`src/design/plsch_pkg.sv`:
```
package plsch_pkg;

	localparam int MAX_POINTS = 16;
	localparam int IDX_W = $clog2(MAX_POINTS);
	localparam int NUM_W = $clog2(MAX_POINTS + 1);
	localparam int FRAC_STEPS = 16;
	localparam int QUO_STEPS = 32;
	localparam int CNT_W = $clog2(QUO_STEPS + 1);
	localparam logic [16:0] ONE_Q16 = 17'h10000;

	localparam logic [1:0] CMD_LOAD = 2'd0;
	localparam logic [1:0] CMD_TICK = 2'd1;
	localparam logic [1:0] CMD_FINISH = 2'd2;
	localparam logic [1:0] CMD_NONE = 2'd3;

	localparam logic [1:0] STAT_OK = 2'd0;
	localparam logic [1:0] STAT_ZERO = 2'd1;
	localparam logic [1:0] STAT_SPAN = 2'd2;

	localparam logic [2:0] REG_MODE = 3'd0;
	localparam logic [2:0] REG_CONST = 3'd1;
	localparam logic [2:0] REG_BEGIN = 3'd2;
	localparam logic [2:0] REG_END = 3'd3;
	localparam logic [2:0] REG_COUNT = 3'd4;

	typedef enum logic [3:0] {
		S_IDLE, S_EXEC, S_ST1, S_ST2, S_FDIV, S_WALK, S_WCMP,
		S_RA, S_RB, S_MUL, S_IDIV, S_FIN, S_DONE
	} state_t;

	typedef enum logic [1:0] {RD_FIRST, RD_LAST, RD_SEG, RD_NEXT} rd_sel_t;

	typedef enum logic [1:0] {FR_ZERO, FR_ONE, FR_DIV} frac_mode_t;

	typedef struct packed {
		logic               mode;
		logic signed [31:0] const_val;
		logic [31:0]        run_begin;
		logic [31:0]        run_end;
		logic [4:0]         count;
	} cfg_t;

	typedef struct packed {
		logic    latch;
		logic    load;
		logic    finish;
		logic    do_const;
		logic    rd_en;
		rd_sel_t rd_sel;
		logic    cap_first;
		logic    eval;
		logic    frac_step;
		logic    walk_inc;
		logic    cap_a;
		logic    cap_b;
		logic    mul;
		logic    idiv_step;
		logic    fin_write;
	} dp_cmd_t;

	typedef struct packed {
		logic mode;
		logic finished;
		logic zero_len;
		logic seg_lt;
		logic walk_gt;
		logic pb_le_pa;
	} dp_stat_t;

endpackage

```
`src/design/piecewise_linear_schedule.sv`:
```
// flow, accepting edge to result beat: load, finish, constant and unused items go straight to the
// result; a finished or zero-length tick ends after reading the first and last points; an
// interpolating tick runs the 16-step fraction divider, walks the segments on the one-read table
// port, then multiplies and runs the 32-step quotient divider, which a vertical segment skips
// one item at a time, next start taken in the cycle after done; done lasts one cycle, no stall
// asynchronous active-low reset: registers with a reset to reset values, segment 0, run not finished
module piecewise_linear_schedule import plsch_pkg::*; (
	input  logic               clk,
	input  logic               arst_n,
	input  logic               start,
	output logic               busy,
	input  logic [1:0]         cmd,
	input  logic [31:0]        turn,
	input  logic [3:0]         point_index,
	input  logic [16:0]        point_position,
	input  logic signed [31:0] point_value,
	output logic               done,
	output logic signed [31:0] value,
	output logic [1:0]         status,
	input  logic               psel,
	input  logic               penable,
	input  logic               pwrite,
	input  logic [4:0]         paddr,
	input  logic [31:0]        pwdata,
	output logic [31:0]        prdata,
	output logic               pready
);
	cfg_t cfg;
	dp_cmd_t c;
	dp_stat_t st;

	plsch_regs u_regs (
		.clk, .arst_n, .psel, .penable, .pwrite, .paddr, .pwdata, .prdata, .pready, .cfg
	);

	plsch_ctrl u_ctrl (
		.clk, .arst_n, .start, .cmd, .st, .c, .busy, .done
	);

	plsch_dp u_dp (
		.clk, .arst_n, .cfg, .c, .turn, .point_index, .point_position, .point_value,
		.st, .value, .status
	);

`ifndef SYNTHESIS
	a_accept_busy: assert property (@(posedge clk) disable iff (!arst_n)
		start && !busy |=> busy) else $error("accepted beat did not raise busy");
	a_done_single: assert property (@(posedge clk) disable iff (!arst_n)
		done |=> !done && !busy) else $error("result beat longer than one cycle");
	a_zero_status: assert property (@(posedge clk) disable iff (!arst_n)
		done && status == STAT_ZERO |-> !cfg.mode)
		else $error("zero-length status in constant mode");
`endif
endmodule

```
`src/design/plsch_regs.sv`:
```
module plsch_regs import plsch_pkg::*; (
	input  logic        clk,
	input  logic        arst_n,
	input  logic        psel,
	input  logic        penable,
	input  logic        pwrite,
	input  logic [4:0]  paddr,
	input  logic [31:0] pwdata,
	output logic [31:0] prdata,
	output logic        pready,
	output cfg_t        cfg
);
	logic       wr;
	logic [2:0] idx;

	assign pready = 1'b1;
	assign idx = paddr[4:2];
	assign wr = psel && penable && pwrite;

	always_ff @(posedge clk or negedge arst_n) begin
		if (!arst_n) begin
			cfg.mode <= 1'b0;
			cfg.const_val <= '0;
			cfg.run_begin <= '0;
			cfg.run_end <= 32'd1;
			cfg.count <= 5'd2;
		end else if (wr) begin
			unique case (idx)
				REG_MODE: cfg.mode <= pwdata[0];
				REG_CONST: cfg.const_val <= pwdata;
				REG_BEGIN: cfg.run_begin <= pwdata;
				REG_END: cfg.run_end <= pwdata;
				REG_COUNT: cfg.count <= pwdata[4:0];
				default: ;
			endcase
		end
	end

	always_comb begin
		unique case (idx)
			REG_MODE: prdata = {31'd0, cfg.mode};
			REG_CONST: prdata = cfg.const_val;
			REG_BEGIN: prdata = cfg.run_begin;
			REG_END: prdata = cfg.run_end;
			REG_COUNT: prdata = {27'd0, cfg.count};
			default: prdata = '0;
		endcase
	end
endmodule

```
`src/design/plsch_ctrl.sv`:
```
module plsch_ctrl import plsch_pkg::*; (
	input  logic       clk,
	input  logic       arst_n,
	input  logic       start,
	input  logic [1:0] cmd,
	input  dp_stat_t   st,
	output dp_cmd_t    c,
	output logic       busy,
	output logic       done
);
	state_t state_q, nxt;
	logic [1:0] cmd_q;
	logic [CNT_W-1:0] cnt_q;

	always_ff @(posedge clk or negedge arst_n) begin
		if (!arst_n) begin
			state_q <= S_IDLE;
			cmd_q <= CMD_LOAD;
			cnt_q <= '0;
		end else begin
			state_q <= nxt;
			if (state_q == S_IDLE && start) cmd_q <= cmd;
			cnt_q <= (nxt != state_q) ? '0 : cnt_q + 1'b1;
		end
	end

	assign busy = state_q != S_IDLE;
	assign done = state_q == S_DONE;

	always_comb begin
		c = '0;
		nxt = state_q;
		unique case (state_q)
			S_IDLE: begin
				if (start) begin
					c.latch = 1'b1;
					nxt = S_EXEC;
				end
			end
			S_EXEC: begin
				nxt = S_DONE;
				unique case (cmd_q)
					CMD_LOAD: c.load = 1'b1;
					CMD_FINISH: c.finish = 1'b1;
					CMD_TICK: begin
						if (st.mode) begin
							c.do_const = 1'b1;
						end else begin
							c.rd_en = 1'b1;
							c.rd_sel = RD_FIRST;
							nxt = S_ST1;
						end
					end
					default: ;
				endcase
			end
			S_ST1: begin
				c.cap_first = 1'b1;
				c.rd_en = 1'b1;
				c.rd_sel = RD_LAST;
				nxt = S_ST2;
			end
			S_ST2: begin
				c.eval = 1'b1;
				nxt = (st.finished || st.zero_len) ? S_DONE : S_FDIV;
			end
			S_FDIV: begin
				c.frac_step = 1'b1;
				if (cnt_q == CNT_W'(FRAC_STEPS - 1)) nxt = S_WALK;
			end
			S_WALK: begin
				c.rd_en = 1'b1;
				if (st.seg_lt) begin
					c.rd_sel = RD_NEXT;
					nxt = S_WCMP;
				end else begin
					c.rd_sel = RD_SEG;
					nxt = S_RA;
				end
			end
			S_WCMP: begin
				if (st.walk_gt) begin
					c.walk_inc = 1'b1;
					nxt = S_WALK;
				end else begin
					c.rd_en = 1'b1;
					c.rd_sel = RD_SEG;
					nxt = S_RA;
				end
			end
			S_RA: begin
				c.cap_a = 1'b1;
				c.rd_en = 1'b1;
				c.rd_sel = RD_NEXT;
				nxt = S_RB;
			end
			S_RB: begin
				c.cap_b = 1'b1;
				nxt = st.pb_le_pa ? S_DONE : S_MUL;
			end
			S_MUL: begin
				c.mul = 1'b1;
				nxt = S_IDIV;
			end
			S_IDIV: begin
				c.idiv_step = 1'b1;
				if (cnt_q == CNT_W'(QUO_STEPS - 1)) nxt = S_FIN;
			end
			S_FIN: begin
				c.fin_write = 1'b1;
				nxt = S_DONE;
			end
			S_DONE: nxt = S_IDLE;
			default: nxt = S_IDLE;
		endcase
	end
endmodule

```
`src/design/plsch_dp.sv`:
```
module plsch_dp import plsch_pkg::*; (
	input  logic               clk,
	input  logic               arst_n,
	input  cfg_t               cfg,
	input  dp_cmd_t            c,
	input  logic [31:0]        turn,
	input  logic [3:0]         point_index,
	input  logic [16:0]        point_position,
	input  logic signed [31:0] point_value,
	output dp_stat_t           st,
	output logic signed [31:0] value,
	output logic [1:0]         status
);
	logic [48:0] mem [MAX_POINTS];
	logic [48:0] rd_q;
	logic [IDX_W-1:0] rd_addr;

	logic [31:0] turn_q;
	logic [3:0]  pidx_q;
	logic [16:0] ppos_q;
	logic [31:0] pval_q;

	logic [IDX_W-1:0] seg_q;
	logic fin_q;
	logic signed [31:0] cur_q;
	logic [1:0] status_q;
	logic bad0_q;

	frac_mode_t fmode_q;
	logic [31:0] frem_q, al_q;
	logic [15:0] fq_q;
	logic [16:0] frac;

	logic [16:0] pa_q, span_q, t_q;
	logic signed [31:0] va_q;
	logic signed [32:0] diff_q;
	logic neg_q;
	logic [16:0] irem_q;
	logic [31:0] iq_q;

	logic [NUM_W-1:0] n;
	logic [IDX_W-1:0] last, nm2;
	logic [16:0] rd_pos;
	logic signed [31:0] rd_val;

	logic signed [32:0] d33, l33, dn, ln;
	logic [32:0] fsh, fsub;
	logic fge;
	logic [16:0] span, tt;
	logic signed [50:0] prod, mag;
	logic [17:0] ish, isub;
	logic ige;

	always_comb begin
		if (int'(cfg.count) < 2) n = NUM_W'(2);
		else if (int'(cfg.count) > MAX_POINTS) n = NUM_W'(MAX_POINTS);
		else n = NUM_W'(cfg.count);
	end
	assign last = IDX_W'(n - 1'b1);
	assign nm2 = IDX_W'(n - 2'd2);

	assign rd_pos = rd_q[48:32];
	assign rd_val = rd_q[31:0];

	always_comb begin
		unique case (c.rd_sel)
			RD_FIRST: rd_addr = '0;
			RD_LAST: rd_addr = last;
			RD_SEG: rd_addr = seg_q;
			RD_NEXT: rd_addr = seg_q + 1'b1;
			default: rd_addr = '0;
		endcase
	end

	always_ff @(posedge clk) begin
		if (c.load && int'(pidx_q) < MAX_POINTS) mem[IDX_W'(pidx_q)] <= {ppos_q, pval_q};
		if (c.rd_en) rd_q <= mem[rd_addr];
	end

	always_comb begin
		unique case (fmode_q)
			FR_ZERO: frac = '0;
			FR_ONE: frac = ONE_Q16;
			default: frac = {1'b0, fq_q};
		endcase
	end

	assign d33 = $signed({1'b0, turn_q}) - $signed({1'b0, cfg.run_begin});
	assign l33 = $signed({1'b0, cfg.run_end}) - $signed({1'b0, cfg.run_begin});
	assign dn = l33[32] ? -d33 : d33;
	assign ln = l33[32] ? -l33 : l33;

	assign fsh = {frem_q, 1'b0};
	assign fge = fsh >= {1'b0, al_q};
	assign fsub = fsh - {1'b0, al_q};

	assign span = rd_pos - pa_q;
	always_comb begin
		tt = (frac > pa_q) ? frac - pa_q : '0;
		if (tt > span) tt = span;
	end

	assign prod = diff_q * $signed({1'b0, t_q});
	assign mag = prod[50] ? -prod : prod;

	assign ish = {irem_q, iq_q[31]};
	assign ige = ish >= {1'b0, span_q};
	assign isub = ish - {1'b0, span_q};

	always_ff @(posedge clk or negedge arst_n) begin
		if (!arst_n) begin
			seg_q <= '0;
			fin_q <= 1'b0;
			cur_q <= '0;
			status_q <= STAT_OK;
		end else begin
			if (c.latch) status_q <= STAT_OK;
			if (c.load) begin
				seg_q <= '0;
				fin_q <= 1'b0;
			end
			if (c.finish) fin_q <= 1'b1;
			if (c.do_const) cur_q <= cfg.const_val;
			if (c.eval) begin
				status_q <= (bad0_q || rd_pos != ONE_Q16) ? STAT_SPAN : STAT_OK;
				if (fin_q) cur_q <= rd_val;
				else if (st.zero_len) status_q <= STAT_ZERO;
				else if (seg_q > nm2) seg_q <= nm2;
			end
			if (c.walk_inc) seg_q <= seg_q + 1'b1;
			if (c.cap_b && st.pb_le_pa) cur_q <= rd_val;
			if (c.fin_write) cur_q <= va_q + (neg_q ? -$signed(iq_q) : $signed(iq_q));
		end
	end

	always_ff @(posedge clk) begin
		if (c.latch) begin
			turn_q <= turn;
			pidx_q <= point_index;
			ppos_q <= point_position;
			pval_q <= point_value;
		end
		if (c.cap_first) bad0_q <= rd_pos != '0;
		if (c.eval) begin
			frem_q <= dn[31:0];
			al_q <= ln[31:0];
			fq_q <= '0;
			if (dn <= 0) fmode_q <= FR_ZERO;
			else if (dn >= ln) fmode_q <= FR_ONE;
			else fmode_q <= FR_DIV;
		end
		if (c.frac_step) begin
			frem_q <= fge ? fsub[31:0] : fsh[31:0];
			fq_q <= {fq_q[14:0], fge};
		end
		if (c.cap_a) begin
			pa_q <= rd_pos;
			va_q <= rd_val;
		end
		if (c.cap_b) begin
			diff_q <= 33'(rd_val) - 33'(va_q);
			span_q <= span;
			t_q <= tt;
		end
		if (c.mul) begin
			neg_q <= prod[50];
			irem_q <= mag[48:32];
			iq_q <= mag[31:0];
		end
		if (c.idiv_step) begin
			irem_q <= ige ? isub[16:0] : ish[16:0];
			iq_q <= {iq_q[30:0], ige};
		end
	end

	assign st.mode = cfg.mode;
	assign st.finished = fin_q;
	assign st.zero_len = cfg.run_end == cfg.run_begin;
	assign st.seg_lt = seg_q < nm2;
	assign st.walk_gt = frac > rd_pos;
	assign st.pb_le_pa = rd_pos <= pa_q;

	assign value = cur_q;
	assign status = status_q;
endmodule
```
`config.mk`:
```
export PLATFORM = sky130hd
export DESIGN_NAME = piecewise_linear_schedule
export DESIGN_NICKNAME = d
export VERILOG_FILES = /design/src/design/plsch_pkg.sv /design/src/design/piecewise_linear_schedule.sv /design/src/design/plsch_regs.sv /design/src/design/plsch_ctrl.sv /design/src/design/plsch_dp.sv
export SDC_FILE = /design/constraint.sdc
export NUM_CORES = 2
export LEC_CHECK = 0
export BUFFER_PORTS_ARGS = -buffer_cell sky130_fd_sc_hd__buf_2
export CAP_MARGIN = 25
export CORE_ASPECT_RATIO = 1.4
export CORE_MARGIN = 4
export CORE_UTILIZATION = 37
export CTS_CLUSTER_DIAMETER = 200
export DETAILED_ROUTE_END_ITERATION = 10
export PLACE_DENSITY = 0.56
export SLEW_MARGIN = 0
export SYNTH_ARGS = -nofsm -noshare
export SYNTH_HDL_FRONTEND = slang
export SYNTH_SLANG_ARGS = --single-unit
```
`constraint.sdc`:
```
create_clock -name clk -period 8 [get_ports clk]
set_clock_uncertainty 0.15 [all_clocks]
set_input_delay 0.4 -clock clk [delete_from_list [all_inputs] [get_ports clk]]
set_output_delay 0.4 -clock clk [all_outputs]
set_load 0.01 [all_outputs]
```
==> metrics.md <==
| Metric | Value |
|---|---|
| Maximum clock path buffer count | `3` |
| Pins over their slew limit | `0` |
| Reg2reg start | `u_dp.t_q[3]` |
| Critical path's most frequent cell | `fa_1` |
| FP Rows | `211` |
| Largest net degree at the start of global routing | `134` |
| Antenna viol nets, final | `0` |
| Synth Area per Inst | `11.0 sq um` |
| Seq/Total Area, Yosys | `44.4%` |
| TritonRoute pass-1 iters | `5` |
| Clock-pin slew on the worst setup and hold paths | `0.07 ns` |
| CP max-delay cell | `fa_1` |
| Num ports | `199` |
| Run status | `finished, violations left` |
| Grt total ovfl | `0` |
| CP Data Arrival Time | `8.46 ns` |
| Final WL | `258000 um` |
| Req. time, crit path | `8.29 ns` |
| Worst R2R End | `u_dp.irem_q[16]` |
| Chip height | `584 um` |
| Crit path max-delay family | `adder cells` |
| First-pass GRT wire length | `388000 um` |
| Asr flop ratio synth | `11.6%` |
| CTS tree | `done` |
| Post-synth EDFFs | `1167` |
| CP max stage delay | `0.56 ns` |
| Utilization after layout | `42.9%` |
| Worst setup SP type | `flip-flop` |
| Final hold viol count | `0` |
| Syn. warnings | `0` |
| TNS Setup | `-0.297 ns` |
| Synth Instances | `7995` |
| RSZ-0062 raised after global routing | `yes` |
| Worst min path class | `in2async` |
| Post-layout nets | `9578` |
| Die area | `245000 sq um` |
| DPL Wire Length | `190000 um` |
| Endpoints failing setup | `5` |
| Fmax | `122 MHz` |
| Least-Margin Pin Slew | `1.05 ns` |
| Reg2reg setup slack | `-0.17 ns` |
| Max-Cap Viols | `0` |
| Main synth FF type | `edfxtp_1` |
| Initial core utilization | `37.1%` |
| Initial antenna violation count | `14` |
| Number of buffers added on ports | `195` |
| Element type at the critical path end | `flip-flop` |
| Cell Area, Placed | `94400 sq um` |
| Worst slew margin | `30.1%` |
| Htree depth | `3` |
| P&R area growth vs syn | `15.5%` |
| Setup CP Type | `reg2reg` |
| CP Max Fanout | `5` |
| Total track usage | `20.7%` |
| Core area | `236000 sq um` |
| Final Critical Period | `8.17 ns` |
| Width of the chip | `419 um` |
| Mapped Area | `87600 sq um` |
| Final GP Congestion | `0.928` |
| Worst Reg2Reg Path Length in Cells | `25` |
| Tcrit/Tclk final | `102%` |
| Worst-Skew Late Latency | `0.77 ns` |
| Syn nets | `9079` |
| Synth unique cells | `98` |
| # clock sinks | `1320` |
| Routed len/inst | `22.1 um` |
| Drt first-iter violations | `4364` |
| DRC errors left | `0` |
| Final instance area | `101000 sq um` |
| #FFs+latches synth | `1320` |
| Final worst slack | `-0.170 ns` |
| Via-to-Cell Ratio | `5.32` |
| Share of cells above drive strength 1 | `13.6%` |
| Failing checks | `negative setup slack` |
| Clk root buf | `clkbuf_16` |
| Worst Path Buf+Inv | `4` |
| Via Count | `62181` |
| TritonCTS Buffers | `121` |
| Vias in the first global route | `63666` |
Yosys cell counts, drive strengths merged (38+ instances only):
cell       n  area [sq um]
o211ai    54           405
edfxtp  1167         35000
nand4     44           275
and2     526          3290
a221o     53           531
a31oi    128           801
a21oi    321          1610
mux2     137          1540
fa       544         10900
nor2b     59           369
xor2     132          1160
mux2i    152          1520
dfrtp    151          3780
a22oi     38           285
ha       410          5130
and3      87           553
a211oi   193          1450
xnor2    217          1900
nor3      86           430
o21a      49           368
inv      873          3280
a21o     144          1080
o21ai    297          1490
o32ai     54           473
nand2    854          3210
nor2     341          1280
nand3     65           325
nand2b    47           294
clkbuf   327          1290
cell families (layout without fill, tap and decap cells):
| kind of cell | after synthesis | count (layout) | synth area share, % |
|---|---|---|---|
| buffers and inverters | 1239 | 1845 | 5.46 |
| xor gates and xnor gates | 349 | 349 | 3.49 |
| other | 1 | 7 | 0.00428 |
| muxes | 289 | 289 | 3.50 |
| AOI/OAI and AO/OA | 1567 | 1567 | 12.0 |
| adders and majority gates | 954 | 954 | 18.3 |
| and+or+nand+nor | 2276 | 2276 | 12.8 |
| DFF | 1320 | 1320 | 44.4 |
through the flow:
| stage | instances | setup WS [ns] | hold WS, ns |
|---|---|---|---|
| 2_1_floorplan | 7995 | 0.166 | -0.0456 |
| 3_3_place_gp | 11287 | -0.228 | 0.251 |
| 3_5_place_dp | 11288 | -0.255 | 0.251 |
| 4_1_cts | 11657 | -0.139 | 0.00367 |
| 5_1_grt | 11692 | -0.374 | 0.0531 |
| 6_report | 11695 | -0.170 | 0.0251 |
cell usage in the layout (no fill, tap or decap), types with 131 or more instances in the layout:
cell type and instances:
a211oi_1 192, o21ai_0 266, mux2_2 137, nand2_1 848, a21o_1 142, nor2_1 316, a21oi_1 295, inv_1 868
mux2i_1 151, buf_4 366, edfxtp_1 1167, dfrtp_1 151, xnor2_1 214, buf_2 194, and2_1 517, xor2_1 131
ha_1 398, fa_1 534
worst max-delay path by stage:
stage | startpoint | end | slack, ns | cells after the start
final | u_dp.t_q[3] | u_dp.irem_q[16] | -0.17 | 25
after global routing | u_dp.t_q[3] | u_dp.irem_q[16] | -0.37 | 27
after CTS | u_dp.diff_q[7] | u_dp.irem_q[16] | -0.14 | 24
after global placement | u_dp.t_q[3] | u_dp.iq_q[13] | -0.23 | 28
after detailed placement | u_dp.t_q[6] | u_dp.iq_q[13] | -0.25 | 28
after floorplan | u_dp.t_q[11] | u_dp.irem_q[16] | 0.17 | 28
area by class of cell:
type | instances | area, sq um
well taps | 3088 | 3860
fillers | 22148 | 135000
diodes | 6 | 15.0
repair buffers | 742 | 6010
flip-flops and latches | 1320 | 38900
inverters | 873 | 3290
multi-input cells | 5436 | 45000
clock inverters | 69 | 773
clock buffers | 161 | 3340
state kept, by name, summed over array words and instances (netlist names), 32 cells and up:
name         count
u_dp.al_q       32
u_dp.diff_q     33
u_dp.frem_q     32
u_dp.iq_q       32
u_dp.mem       784
u_dp.pval_q     32
u_dp.rd_q       49
u_dp.turn_q     32
u_dp.va_q       32
u_dp.value      32
u_regs.cfg     102
what timing repair did:
action	in CTS	in global routing
setup buffers	17	22
pin swaps	23	51
endpoints found under the hold margin	244	0
gates cloned	0	6
resized for setup	52	156
hold buffers	122	0
endpoints found under the setup margin	48	48
routing by layer:
layer / vias to the layer above / GRT usage (%) / share of wire [%]
met1: 31298 / 24.7 / 40
met3: 471 / 2.55 / 4.0
met5: - / 0 / 0.0027
met2: 1448 / 36.9 / 51
li1: 28962 / - / -
met4: 2 / 9.76 / 5.6
Power is left out: the tool's default activity adds up to more than one toggle a clock period on the data nets, which glitch-free logic cannot reach.
